**src/design/rcst_pkg.sv**
```systemverilog
// ----------------------------------------------------------------------------
// Raycaster package
// Shared constants, item types, sequencer states and the map address helper
// for the grid DDA wall raycaster.
// ----------------------------------------------------------------------------
package rcst_pkg;

  // Screen, texture and map geometry.
  localparam int SCREEN_WIDTH  = 640;
  localparam int SCREEN_HEIGHT = 480;
  localparam int TEX_WIDTH     = 64;
  localparam int TEX_HEIGHT    = 64;
  localparam int MAP_SIZE      = 64;

  localparam int MAP_CELLS = MAP_SIZE * MAP_SIZE;
  localparam int MAP_BITS  = $clog2(MAP_SIZE);
  localparam int ADDR_W    = $clog2(MAP_CELLS);
  // Map coordinate: room for the start cell from the 6-bit position integer
  // part and one step beyond either edge, plus a sign.
  localparam int MC_W      = ((MAP_BITS > 6) ? MAP_BITS : 6) + 2;

  // Datapath widths.
  localparam int CAM_W = 18;                                 // camera x, Q1.16
  localparam int RAY_W = 22;                                 // ray component
  localparam int SD_W  = 40;                                 // side distances
  localparam int LH_W  = $clog2((SCREEN_HEIGHT << 16) + 1);  // line height
  localparam int CAM_ONE = 65536;

  // Camera x quotient (column << 17) / screen width by reciprocal
  // multiplication. The reciprocal is rounded up with 2 x log2(width) extra
  // bits, which keeps the truncated quotient exact for every column.
  localparam int     CAM_SH    = 2 * $clog2(SCREEN_WIDTH);
  localparam longint CAM_RECIP = ((longint'(1) << (17 + CAM_SH)) + SCREEN_WIDTH - 1) /
                                 SCREEN_WIDTH;
  localparam int     CAM_P_W   = 10 + $clog2(CAM_RECIP + 1);

  // Shared divider.
  localparam int DIV_NUM_W = 33;
  localparam int DIV_DEN_W = SD_W;

  // Shared multiplier.
  localparam int MA_W = 33;
  localparam int MB_W0 = (LH_W > RAY_W) ? LH_W : RAY_W;
  localparam int MB_W = ((MB_W0 > 17) ? MB_W0 : 17) + 1;
  localparam int MP_W = MA_W + MB_W;

  // Operation codes.
  localparam logic OP_WRITE = 1'b0;
  localparam logic OP_CAST  = 1'b1;

  // Configuration register indexes.
  localparam logic [2:0] REG_POS_X   = 3'd0;
  localparam logic [2:0] REG_POS_Y   = 3'd1;
  localparam logic [2:0] REG_DIR_X   = 3'd2;
  localparam logic [2:0] REG_DIR_Y   = 3'd3;
  localparam logic [2:0] REG_PLANE_X = 3'd4;
  localparam logic [2:0] REG_PLANE_Y = 3'd5;

  // Wall faces.
  localparam logic [1:0] FACE_NORTH = 2'd0;
  localparam logic [1:0] FACE_SOUTH = 2'd1;
  localparam logic [1:0] FACE_WEST  = 2'd2;
  localparam logic [1:0] FACE_EAST  = 2'd3;

  typedef struct packed {
    logic       operation;
    logic [9:0] column;
    logic [5:0] cell_x;
    logic [5:0] cell_y;
    logic       cell_is_wall;
  } req_t;

  typedef struct packed {
    logic [9:0]  draw_column;
    logic [23:0] wall_distance;
    logic [8:0]  span_top;
    logic [8:0]  span_bottom;
    logic [1:0]  face;
    logic [5:0]  tex_column;
    logic [22:0] tex_step;
    logic [21:0] tex_start;
  } res_t;

  typedef enum logic [4:0] {
    ST_CLEAR,
    ST_IDLE,
    ST_CAM,
    ST_RX_MUL,
    ST_RY_MUL,
    ST_RY_DONE,
    ST_DX_START,
    ST_DX_WAIT,
    ST_DY_START,
    ST_DY_WAIT,
    ST_SDX_MUL,
    ST_SDY_MUL,
    ST_SDY_DONE,
    ST_WALK_STEP,
    ST_WALK_TEST,
    ST_LH_START,
    ST_LH_WAIT,
    ST_STEP_START,
    ST_HIT_MUL,
    ST_HIT_DONE,
    ST_STEP_WAIT,
    ST_TPOS_MUL,
    ST_TPOS_DONE
  } state_t;

  // Linear map address of a cell, row major.
  function automatic logic [ADDR_W-1:0] map_addr(input logic [MC_W-1:0] x,
                                                 input logic [MC_W-1:0] y);
    map_addr = ADDR_W'(ADDR_W'(y) * ADDR_W'(MAP_SIZE) + ADDR_W'(x));
  endfunction

endpackage

```
**src/design/rcst_mul.sv**
```systemverilog
// ----------------------------------------------------------------------------
// Shared multiplier
// Signed multiplier with a registered product.
// ----------------------------------------------------------------------------
module rcst_mul (
  input  logic                               clk,
  input  logic signed [rcst_pkg::MA_W-1:0]   a,
  input  logic signed [rcst_pkg::MB_W-1:0]   b,
  output logic signed [rcst_pkg::MP_W-1:0]   p
);

  // Product register.
  always_ff @(posedge clk) begin
    p <= rcst_pkg::MP_W'(a) * rcst_pkg::MP_W'(b);
  end

endmodule
```
**config.mk**
```make
export PLATFORM = sky130hd
export DESIGN_NAME = rcst_mul
export DESIGN_NICKNAME = d
export VERILOG_FILES = /design/src/design/rcst_pkg.sv /design/src/design/rcst_mul.sv
export SDC_FILE = /design/constraint.sdc
export NUM_CORES = 2
export LEC_CHECK = 0
export BUFFER_PORTS_ARGS = -buffer_cell sky130_fd_sc_hd__buf_2
export CORE_MARGIN = 5
export CORE_UTILIZATION = 45
export CTS_BUF_LIST = sky130_fd_sc_hd__clkbuf_8 sky130_fd_sc_hd__clkbuf_16
export CTS_CLUSTER_SIZE = 10
export DETAILED_ROUTE_END_ITERATION = 7
export PLACE_DENSITY = 0.64
export SLEW_MARGIN = 20
export SYNTH_ARGS = -nofsm -noshare
export SYNTH_HDL_FRONTEND = slang
export SYNTH_SLANG_ARGS = --single-unit
```
**constraint.sdc**
```tcl
create_clock -name clk -period 14 [get_ports clk]
set_input_delay 4.2 -clock clk [delete_from_list [all_inputs] [get_ports clk]]
set_output_delay 4.2 -clock clk [all_outputs]
set_load 0.03 [all_outputs]
```
==> metrics.md <==
| Metric | Value |
|---|---|
| Post-Place Worst Slack | `approximately 2.1 ns` |
| Pin slew with the least headroom to its limit | `between 1 and 1.5 ns` |
| Antenna-violating nets left | `0` |
| Hold Path Origin | `b[0]` |
| Final period demand of the worst path | `between 10 and 15 ns` |
| Data required time of the critical path | `~14 ns` |
| Max frequency | `~0.086 GHz` |
| Number of flops mapped to enable cells by yosys | `0` |
| Vias in the first global route | `between 20000 and 25000` |
| Via count | `between 20000 and 25000` |
| Num CTS Buffers | `9` |
| Hold crit path type | `in2reg` |
| Number of DRC markers after the initial detailed-route iteration | `between 1000 and 1500` |
| Net Count, Synth | `between 4000 and 5000` |
| Signal arrival time at the worst endpoint | `roughly 12 ns` |
| Global-route wire length before repair | `132000 um` |
| Syn Inst Count | `about 3400` |
| Num Clock Sinks | `59` |
| Setup tns final | `0 ns` |
| Number of flip-flops and latches in the synthesized netlist | `between 50 and 60` |
| Global route hottest layer | `met2` |
| Wirelength per Cell | `between 15 and 20 um` |
| Routed Wire Length | `slightly above 80000 um` |
| Residual overflow from global routing | `0` |
| Minimum setup slack in the final design | `around 2.4 ns` |
| Share of synthesized flip-flops with an asynchronous set or reset | `0%` |
| Cts repair resizes | `0` |
| Area growth from synthesis to final layout | `4.81%` |
| Mapped cell area | `roughly 31000 sq um` |
| # rows | `96` |
| CTS tree | `done` |
| Status | `completed` |
| Post-placement cell count | `4260` |
| Critical path launch point type | `input port` |
| GR Layer Usage met3 | `~2.2%` |
| Starting density of the core | `between 40% and 50%` |
| Worst-case headroom to the max-slew limit | `about 28%` |
| GR met2 Demand/Resource | `41.6%` |
| Max FO, Critical Path | `26` |
| Number of hold violations in the final report | `0` |
| Gp weighted congestion | `between 0.8 and 0.9` |
| Clock transition at the registers of the reported paths | `0.05 ns` |
| Yosys warnings | `0` |
| Biggest regs | `p (59)` |
| Clock tree root driver cell | `clkbuf_16` |
| Final critical-path share of the clock period | `between 80% and 90%` |
| Routing usage on met1 | `between 20 and 30%` |
| Die Outline Area | `about 75000 sq um` |
| Layout cell share with drive strength beyond 1 | `under 10%` |
| Register containing the most flip-flops in the final layout | `p` |
| Number of buffers on the longest clock path | `2` |
| Vert. Die Dim | `between 200 and 300 um` |
| DRC violation count after routing | `0` |
| Final setup violation count | `0` |
| Mean area per synthesized cell | `9.30 sq um` |
| Largest net degree at the start of global routing | `34` |
| Initial antenna violation count | `3` |
| HPWL Detailed | `67000 um` |
| Number of hold-repair buffers added at the cts stage | `0` |
| Most instantiated flip-flop cell in the synthesis netlist | `dfxtp_1` |
| Number of buffer cells added on primary ports | `about 120` |
| I/O pin total | `about 120` |
| Setup repair after global routing missed its margin | `no` |
| Register area share after synthesis | `3.78%` |
| Vias per cell | `5.16` |
| Critical path start-end classification | `in2reg` |
| Floorplan die width | `between 200 and 300 um` |
| First element of the critical path | `b[25]` |
| Final Non-Filler Cells | `roughly 4300` |
| Number of nets in the layout | `4438` |
| Flip-flop count of the largest register, all copies and words added | `59` |
| Kind of end point of the critical path | `flop` |
| Number of buffers inserted to repair setup after CTS | `0` |
| Maximum level of the CTS H-tree | `3` |
| First-pass DRT Iterations | `6` |
| Netlist cell types | `66` |
| Total track usage | `roughly 22%` |
| Floorplan core area | `roughly 70000 sq um` |
| Max Cap Violations | `0` |
| Number of max-slew violations in the final report | `0` |
[through the flow]
step	instance area, sq um	utilization (%)	hold WS [ns]
2_1_floorplan	31200	-	4.32
3_3_place_gp	32400	47.2	4.63
3_5_place_dp	32400	47.2	4.64
4_1_cts	32700	47.6	4.42
5_1_grt	32700	47.6	4.45
6_report	32700	47.6	4.43
[cell type report]
class	instances	area, sq um
multi-input combinational	2283	26200
clock buffer	10	239
sequential	59	1180
tap	931	1160
timing repair buffer	124	636
inverter	863	3240
fill	6738	36000
clock inverter	6	57.6
antenna	2	5.00
[critical path, stage by stage]
cell	delay, ns
buf_2	0.31
clkinv_1	0.93
nor2_1	0.41
fa_1	0.49
fa_1	0.51
fa_1	0.43
fa_1	0.53
fa_1	0.43
fa_1	0.52
inv_1	0.06
fa_1	0.50
inv_1	0.05
ha_1	0.44
nand3_1	0.19
nor4_1	0.51
nand4_1	0.19
a211oi_1	0.45
o21ai_1	0.27
o311ai_0	0.36
[placed cells by master, fill, tap and decap left out, drive strengths merged, types with 5 or more instances in the layout]
| master | Yosys | final |
|---|---|---|
| xnor2 | 44 | 44 |
| ha | 160 | 160 |
| nand2b | 15 | 15 |
| and3 | 10 | 10 |
| xor2 | 19 | 19 |
| nand3 | 13 | 13 |
| fa | 878 | 878 |
| buf | 10 | 124 |
| dfxtp | 59 | 59 |
| o21a | 9 | 9 |
| o21ai | 32 | 32 |
| o21bai | 5 | 5 |
| nor2 | 51 | 51 |
| a21oi | 51 | 51 |
| nand2 | 512 | 512 |
| a21o | 26 | 26 |
| a211oi | 11 | 11 |
| and2 | 356 | 356 |
| clkbuf | 145 | 10 |
| nand4 | 13 | 13 |
| inv | 862 | 864 |
| and4 | 8 | 8 |
| a21boi | 5 | 5 |
| nor3 | 14 | 14 |
[cells by family (layout without fill, tap and decap cells)]
logic type,Yosys count,after routing,synth area share (%)
buf+inv,1018,1003,12.3
flops,59,59,3.78
simple gates,1007,1007,15.7
fa+ha+maj,1038,1038,62.7
other cells,0,2,0
compound gates,174,174,3.78
mux,1,1,0.0321
xor+xnor,63,63,1.77
[layer usage]
metal / vias up / share of wire, % / routed length (um)
li1: 9556 / - / -
met1: 11600 / 37 / 29700
met2: 688 / 54 / 43900
met3: 188 / 4.1 / 3300
met4: 2 / 4.8 / 3880
met5: - / 0.014 / 11
[cells in the mapped netlist (3+ instances only)]
master    number  area share (%)
dfxtp_1       59             3.8
nor2_1        51            0.61
o31ai_1        3           0.072
a211o_1        4            0.11
or3_1          3           0.060
o21a_1         9            0.22
nand3_1       13            0.21
and4_1         8            0.22
nand4_1       12            0.24
nand2b_1      15            0.30
nand2_1      512             6.2
o21bai_1       5            0.12
a21o_1        26            0.62
clkbuf_1     143             1.7
fa_1         878              56
or2_2          4           0.080
nor2b_1        3           0.060
o21ai_0       27            0.43
nor3_1        14            0.22
a211oi_1       9            0.22
xor2_1        19            0.53
a31oi_1        3           0.060
and3_1        10            0.20
buf_2          7            0.11
a21oi_1       49            0.79
and2_1       356             7.1
inv_1        862              10
xnor2_1       44             1.2
o211ai_1       3           0.072
o21ai_1        4           0.064
ha_1         160             6.4
a21boi_0       3           0.072
[path summary, 6_finish.rpt]
kind	to	slack (ns)	cells after the start
worst max-delay path	p[57]$_DFF_P_	2.42	19
worst min-delay path	p[0]$_DFF_P_	4.43	2
Power is not shown: default switching activity piles up to over one toggle a cycle in this logic, so the estimate is an artifact.
