### config.mk
export PLATFORM = sky130hd
export DESIGN_NAME = rcst_div
export DESIGN_NICKNAME = d
export VERILOG_FILES = /design/src/design/rcst_pkg.sv /design/src/design/rcst_div.sv
export SDC_FILE = /design/constraint.sdc
export NUM_CORES = 1
export LEC_CHECK = 0
export BUFFER_PORTS_ARGS = -buffer_cell sky130_fd_sc_hd__buf_2
export CORE_AREA = 5 5 110 163
export DETAILED_ROUTE_END_ITERATION = 7
export DIE_AREA = 0 0 115 168
export HOLD_SLACK_MARGIN = 0.02
export SKIP_LAST_GASP = 1
export SYNTH_ARGS = -nofsm -noshare
export SYNTH_HDL_FRONTEND = slang
export SYNTH_SLANG_ARGS = --single-unit
### constraint.sdc
create_clock -name clk -period 9.43 [get_ports clk]
set_clock_uncertainty 0.2 [all_clocks]
set_input_delay 2.829 -clock clk [delete_from_list [all_inputs] [get_ports clk]]
set_output_delay 2.829 -clock clk [all_outputs]
set_load 0.1 [all_outputs]
### src/design/rcst_pkg.sv
// ----------------------------------------------------------------------------
// Raycaster package
// Shared constants, item types, sequencer states and the map address helper
// for the grid DDA wall raycaster.
// ----------------------------------------------------------------------------
package rcst_pkg;

  // Screen, texture and map geometry.
  localparam int SCREEN_WIDTH  = 640;
  localparam int SCREEN_HEIGHT = 480;
  localparam int TEX_WIDTH     = 64;
  localparam int TEX_HEIGHT    = 64;
  localparam int MAP_SIZE      = 64;

  localparam int MAP_CELLS = MAP_SIZE * MAP_SIZE;
  localparam int MAP_BITS  = $clog2(MAP_SIZE);
  localparam int ADDR_W    = $clog2(MAP_CELLS);
  // Map coordinate: room for the start cell from the 6-bit position integer
  // part and one step beyond either edge, plus a sign.
  localparam int MC_W      = ((MAP_BITS > 6) ? MAP_BITS : 6) + 2;

  // Datapath widths.
  localparam int CAM_W = 18;                                 // camera x, Q1.16
  localparam int RAY_W = 22;                                 // ray component
  localparam int SD_W  = 40;                                 // side distances
  localparam int LH_W  = $clog2((SCREEN_HEIGHT << 16) + 1);  // line height
  localparam int CAM_ONE = 65536;

  // Camera x quotient (column << 17) / screen width by reciprocal
  // multiplication. The reciprocal is rounded up with 2 x log2(width) extra
  // bits, which keeps the truncated quotient exact for every column.
  localparam int     CAM_SH    = 2 * $clog2(SCREEN_WIDTH);
  localparam longint CAM_RECIP = ((longint'(1) << (17 + CAM_SH)) + SCREEN_WIDTH - 1) /
                                 SCREEN_WIDTH;
  localparam int     CAM_P_W   = 10 + $clog2(CAM_RECIP + 1);

  // Shared divider.
  localparam int DIV_NUM_W = 33;
  localparam int DIV_DEN_W = SD_W;

  // Shared multiplier.
  localparam int MA_W = 33;
  localparam int MB_W0 = (LH_W > RAY_W) ? LH_W : RAY_W;
  localparam int MB_W = ((MB_W0 > 17) ? MB_W0 : 17) + 1;
  localparam int MP_W = MA_W + MB_W;

  // Operation codes.
  localparam logic OP_WRITE = 1'b0;
  localparam logic OP_CAST  = 1'b1;

  // Configuration register indexes.
  localparam logic [2:0] REG_POS_X   = 3'd0;
  localparam logic [2:0] REG_POS_Y   = 3'd1;
  localparam logic [2:0] REG_DIR_X   = 3'd2;
  localparam logic [2:0] REG_DIR_Y   = 3'd3;
  localparam logic [2:0] REG_PLANE_X = 3'd4;
  localparam logic [2:0] REG_PLANE_Y = 3'd5;

  // Wall faces.
  localparam logic [1:0] FACE_NORTH = 2'd0;
  localparam logic [1:0] FACE_SOUTH = 2'd1;
  localparam logic [1:0] FACE_WEST  = 2'd2;
  localparam logic [1:0] FACE_EAST  = 2'd3;

  typedef struct packed {
    logic       operation;
    logic [9:0] column;
    logic [5:0] cell_x;
    logic [5:0] cell_y;
    logic       cell_is_wall;
  } req_t;

  typedef struct packed {
    logic [9:0]  draw_column;
    logic [23:0] wall_distance;
    logic [8:0]  span_top;
    logic [8:0]  span_bottom;
    logic [1:0]  face;
    logic [5:0]  tex_column;
    logic [22:0] tex_step;
    logic [21:0] tex_start;
  } res_t;

  typedef enum logic [4:0] {
    ST_CLEAR,
    ST_IDLE,
    ST_CAM,
    ST_RX_MUL,
    ST_RY_MUL,
    ST_RY_DONE,
    ST_DX_START,
    ST_DX_WAIT,
    ST_DY_START,
    ST_DY_WAIT,
    ST_SDX_MUL,
    ST_SDY_MUL,
    ST_SDY_DONE,
    ST_WALK_STEP,
    ST_WALK_TEST,
    ST_LH_START,
    ST_LH_WAIT,
    ST_STEP_START,
    ST_HIT_MUL,
    ST_HIT_DONE,
    ST_STEP_WAIT,
    ST_TPOS_MUL,
    ST_TPOS_DONE
  } state_t;

  // Linear map address of a cell, row major.
  function automatic logic [ADDR_W-1:0] map_addr(input logic [MC_W-1:0] x,
                                                 input logic [MC_W-1:0] y);
    map_addr = ADDR_W'(ADDR_W'(y) * ADDR_W'(MAP_SIZE) + ADDR_W'(x));
  endfunction

endpackage

### src/design/rcst_div.sv
// ----------------------------------------------------------------------------
// Shared divider
// Restoring unsigned divider, one quotient bit per cycle.
// ----------------------------------------------------------------------------
module rcst_div (
  input  logic                            clk,
  input  logic                            rst,
  input  logic                            start,
  input  logic [rcst_pkg::DIV_NUM_W-1:0]  num,
  input  logic [rcst_pkg::DIV_DEN_W-1:0]  den,
  output logic                            busy,
  output logic [rcst_pkg::DIV_NUM_W-1:0]  quot
);

  localparam int NW    = rcst_pkg::DIV_NUM_W;
  localparam int DW    = rcst_pkg::DIV_DEN_W;
  localparam int CNT_W = $clog2(NW);

  logic [CNT_W-1:0] cnt;
  logic [DW-1:0]    rem;
  logic [NW-1:0]    sh;
  logic [DW-1:0]    den_r;
  logic [DW:0]      trial;
  logic [DW:0]      diff;
  logic             ge;

  // Trial subtraction of the divisor from the shifted remainder.
  always_comb begin
    trial = {rem, sh[NW-1]};
    diff  = trial - {1'b0, den_r};
    ge    = (trial >= {1'b0, den_r});
  end

  // The shift register holds the numerator bits still to come and collects
  // the quotient bits from the bottom.
  always_ff @(posedge clk) begin
    if (rst) begin
      busy <= 1'b0;
      cnt  <= '0;
    end else if (start) begin
      busy  <= 1'b1;
      cnt   <= CNT_W'(NW - 1);
      rem   <= '0;
      sh    <= num;
      den_r <= den;
    end else if (busy) begin
      rem <= ge ? diff[DW-1:0] : trial[DW-1:0];
      sh  <= {sh[NW-2:0], ge};
      if (cnt == '0) begin
        busy <= 1'b0;
      end else begin
        cnt <= cnt - CNT_W'(1);
      end
    end
  end

  assign quot = sh;

endmodule

==> results of run 1 <==
through the flow:
stage	power [mW]	setup WS, ps	instances
floorplan	1.066	2180	646
global placement	1.154	4627	936
detailed placement	1.163	4585	936
CTS	1.814	5020	968
global route	1.891	4925	968
finish	1.796	5034	968
metal layers:
metal,up-vias,wire length [um],GRT usage
met1,2510,6374,0.1948
met3,20,532,0.03914
met2,111,9286,0.3254
met4,0,308,0.05975
li1,2586,-,-
met5,-,0,0
placed cells by master (no fill, tap or decap), types with 4 or more instances in the layout:
cell type,netlist,layout
a31oi_1,8,8
a21oi_1,39,39
mux2i_1,27,27
buf_2,10,109
nor3_1,12,12
o221ai_1,4,4
nand2_1,32,32
xor2_1,17,17
edfxtp_1,113,113
and3_1,9,9
ha_1,42,42
nor2b_1,6,5
o21bai_1,4,4
a21o_1,19,19
clkbuf_16,0,17
a22o_1,8,8
o21a_1,11,11
clkinv_4,0,5
dfxtp_1,7,7
xnor2_1,23,23
o21ai_0,16,16
nand4_1,11,11
nand3_1,10,10
mux2_2,32,32
nor2_1,63,62
inv_1,51,51
worst max-delay path, stage by stage:
cell	delay (ps)
buf_2	140
buf_4	680
and2b_1	400
a32o_1	310
cell families (layout without fill, tap and decap cells):
logic type,after synthesis,in the layout,synth area share
compound gates,141,141,0.1371
xor+xnor,40,40,0.04885
fa+ha+maj,43,43,0.07606
buf+inv,79,195,0.04832
flops,120,120,0.4927
mux,59,59,0.08793
simple gates,164,164,0.1090
final cells by class:
class / instances / area share
clock buffer: 19 / 0.05244
timing repair buffer: 112 / 0.06725
sequential: 120 / 0.4183
multi-input combinational: 447 / 0.3915
clock inverter: 13 / 0.01733
inverter: 51 / 0.02266
tap: 206 / 0.03051
power by group:
group          leakage (nW)  switching (mW)  internal, mW  total [mW]
sequential             1.14          0.0217         0.643       0.664
combinational          2.21           0.304         0.184       0.488
clock                 0.284           0.245         0.398       0.643
total                  3.63           0.571          1.23        1.80
how the worst max path moves through the flow:
stage          start                    end  depth (start not counted)
2_1_floorplan  start      quot[0]$_DFFE_PP_                          4
3_3_place_gp   start  rem[38]$_SDFFCE_PP0P_                          4
3_5_place_dp   start  rem[38]$_SDFFCE_PP0P_                          4
4_1_cts        start  rem[38]$_SDFFCE_PP0P_                          4
5_1_grt        start  rem[38]$_SDFFCE_PP0P_                          4
6_report       start  rem[38]$_SDFFCE_PP0P_                          4
flip-flops by register name (all words and copies together), names as in the netlist:
signal and count:
busy 1, quot 33, rem 40, den_r 40, cnt 6
==> results.yml, run 1 <==
placement:
  dpl_cell_area_um2: 7858
  portBuffers: 109
  gp_congestion: 0.8699
  hpwl_um: 12100
pwr:
  p_leak_nw: 3.627
  power_density_nw_per_um2: 212.6
  ir_drop_uv: 130.8
cells_and_area:
  regArea_um2: 3533
  nets: 868
  drive_above_1_share: 0.2533
  finalInstanceArea_um2: 8447
  finish.utilization: 0.5195
  area_growth_pct: 17.78
  n_fill_cell: 1485
  num_antenna_cells: 0
  multi_input_area_um2: 3307
logic_synthesis:
  syn_nets: 765
  synth.area.top_cells: "edfxtp_1 (47%), ha_1 (7.3%), mux2_2 (5.0%)"
  syn_inst: 646
  synth_top_cell_by_area: "edfxtp_1"
  seq_area_frac_synth: 0.4927
  synth-edff-count: 113
  avgSynthCellArea_um2: 11.10
  ys_warn_count: 0
  yosys.area.top_type_share: 0.4731
  synth_common_cells: "edfxtp_1 (113), nor2_1 (63), inv_1 (51)"
  async_flop_share: 0
  yosysMostFrequentCell: "edfxtp_1"
  syn-cell-area_um2: 7172
  ys.flop_type: "edfxtp_1"
  synth_cell_type_count: 63
  ys_ff_latch: 120
die:
  die_w_um: 115
  pin_count: 110
  placementRows: 57
  die-area_um2: 19320
  core-area_um2: 16260
  initial_core_util: 0.4411
  die-height_um: 168
timing:
  hold_viol_final: 0
  tightest_slew_ps: 1159
  slew_violations: 0
  min_period_ps: 4396
  period_share: 0.4662
  setup_tns_ps: 0
  max_freq_ghz: 0.2275
  slew_headroom: 0.2259
  rsz0062_at_grt: "false"
  setup-violations-final: 0
  timing.hold.ws_ps: 364.4
cts:
  postCtsSetupBuffers: 0
  clock_sink_count: 120
  cts_tree: "built"
  clk_latency_ps: 410
  holdBufCountCts: 0
  cts_root_buf: "clkbuf_16"
  cts_resized: 0
  cts-htree-levels: 4
  path_clk_slew_ps: 60
  cts_buffers: 17
  clock_path_buffers: 2
critical_path:
  cp_max_fo: 73
  r2r_end: "rem[38]$_SDFFCE_PP0P_"
  reg2reg_from: "rem[23]$_SDFFCE_PP0P_"
  ff2ff_setup_slack_ps: 5410
  startpoint_type: "input port"
  worst_r2r_path_depth: 11
  endpoint_kind: "register"
  worstSetupPathType: "input port to register"
  required_ps: 9390
  crit_arrival_ps: 4360
global_route:
  grt_overflow: 0
  grt_max_degree: 74
  grt_pass1_vias: 5655
  grt_usage: 0.1760
  grt_first_pass_wirelength_um: 27190
  antenna_found_initial: 0
routing:
  routedWlPerCell_um: 17.05
  drc_errors: 0
  vias_per_cell: 5.400
  dr.pass1.iters: 5
  drt_wl_total_um: 16500
  drtIter0Drc: 197
  drtAntennaViolNets: 0
  vias: 5227
min_path:
  hold_depth: 2
  hp-class: "register to register"
  min_to: "cnt[4]$_SDFFE_PP0P_"
  worst_hold_startpoint: "cnt[4]$_SDFFE_PP0P_"
run_status:
  status: "complete, no violations"
job:
  max_cap_viol_count: 0
Power figures use the tool's default switching activity.
==> run 2: changes to the inputs <==
clock period = 4.52 ns   (was 9.43 ns; I/O delays follow)
==> results.yml, run 2 (same netlist as run 1, synthesis figures left out) <==
routing:
  drtAntennaViolNets: 0
  dr.pass1.iters: 4
  routedWlPerCell_um: 17.41
  drtIter0Drc: 248
  drt_wl_total_um: 16960
  drc_errors: 0
  vias: 5332
  vias_per_cell: 5.474
critical_path:
  worstSetupPathType: "register to register"
  startpoint_type: "register"
  worstPathCellList: "inv_1 -> ha_1 -> fa_1 -> and2b_1 -> o2111ai_1 -> a21oi_2 -> o21ai_2 -> o41ai_1 -> nand3_1 -> a21oi_1 -> xor2_1 -> a22o_1"
  crit_path_max_incr_delay_ps: 840
  endpoint_kind: "register"
  startpoint: "quot[32]$_DFFE_PP_"
  required_ps: 4490
  cp_max_fo: 4
  cpMaxStageDelayCell: "o41ai_1"
  ff2ff_setup_slack_ps: 600
  reg2reg_from: "quot[32]$_DFFE_PP_"
  crit_arrival_ps: 3890
die:
  placementRows: 57
  die-height_um: 168
  die-area_um2: 19320
  core-area_um2: 16260
  pin_count: 110
  die_w_um: 115
  initial_core_util: 0.4411
cts:
  cts_buffers: 17
  postCtsSetupBuffers: 0
  holdBufCountCts: 0
  cts-htree-levels: 4
  clock_sink_count: 120
  clock_path_buffers: 2
  clk_latency_ps: 420
  cts_root_buf: "clkbuf_16"
  cts_tree: "built"
  cts_resized: 0
  path_clk_slew_ps: 60
cells_and_area:
  nets: 873
  finish.utilization: 0.5237
  fin_cells: 974
  drive_above_1_share: 0.2595
  finalInstanceArea_um2: 8516
  area_growth_pct: 18.74
  layout_commonest_cell: "edfxtp_1"
  final_cell_mix: "edfxtp_1 (113), buf_2 (109), nor2_1 (62), inv_1 (51), ha_1 (42)"
job:
  max_cap_viol_count: 0
timing:
  min_period_ps: 3920
  slew_headroom: 0.3115
  setup-violations-final: 0
  period_share: 0.8674
  slew_violations: 0
  tightest_slew_ps: 1019
  max_freq_ghz: 0.2551
  setup_tns_ps: 0
  timing.hold.ws_ps: 348.5
  rsz0062_at_grt: "false"
  hold_viol_final: 0
pwr:
  ir_drop_uv: 220.5
  p_leak_nw: 3.667
  power_density_nw_per_um2: 443.9
placement:
  hpwl_um: 12650
  portBuffers: 109
  gp_congestion: 0.8875
  place_inst: 941
  dpl_cell_area_um2: 7920
global_route:
  grt_first_pass_wirelength_um: 27280
  grt_overflow: 0
  grt_pass1_vias: 5572
  grt_max_degree: 35
  antenna_found_initial: 1
  grt_usage: 0.1780
min_path:
  hp-class: "register to register"
  worst_hold_startpoint: "cnt[1]$_SDFFE_PP0P_"
run_status:
  status: "complete, no violations"
==> run 2: metal layers <==
layer / track usage / routed length [um]
met5: 0 / 0
met4: 0.06844 / 431
met3: 0.03806 / 629
met2: 0.3281 / 9397
met1: 0.1955 / 6500
==> run 2: critical path: cells and delay by family, from the launching register on <==
kind	cells	cell delay [ps]
XOR/XNOR	1	90
AO/OA/AOI/OAI	6	1830
AND/OR/NAND/NOR	2	490
adder cells (fa/ha/maj)	2	630
buffers and inverters	1	60
flip-flops	1	380
==> run 2: area by class of cell <==
class | instances | area, um^2
Antenna cell | 1 | 2.502
Multi-Input combinational cell | 447 | 3307
Timing Repair Buffer | 117 | 630.6
Tap cell | 206 | 257.7
Clock inverter | 15 | 167.7
Inverter | 51 | 191.4
Fill cell | 1469 | 7745
Sequential cell | 120 | 3533
Clock buffer | 17 | 425.4
==> run 2: where the power goes <==
group / switching (mW) / internal [mW]
combinational: 0.644 / 0.392
clock: 0.537 / 0.824
sequential: 0.0434 / 1.34
==> run 2: path summary, 6_finish.rpt <==
check | cells past startpoint | to
worst min register to register | 2 | cnt[1]$_SDFFE_PP0P_
worst max-delay path | 12 | rem[36]$_SDFFCE_PP0P_
worst min-delay path | 2 | cnt[1]$_SDFFE_PP0P_
worst max register to register | 12 | rem[36]$_SDFFCE_PP0P_
==> run 2: through the flow <==
step	setup slack [ps]	power [mW]
after global placement	751.2	2.420
after detailed placement	685.6	2.438
after global routing	405.0	3.970
after CTS	667.7	3.820
after floorplan	101.5	2.221
final	599.6	3.780
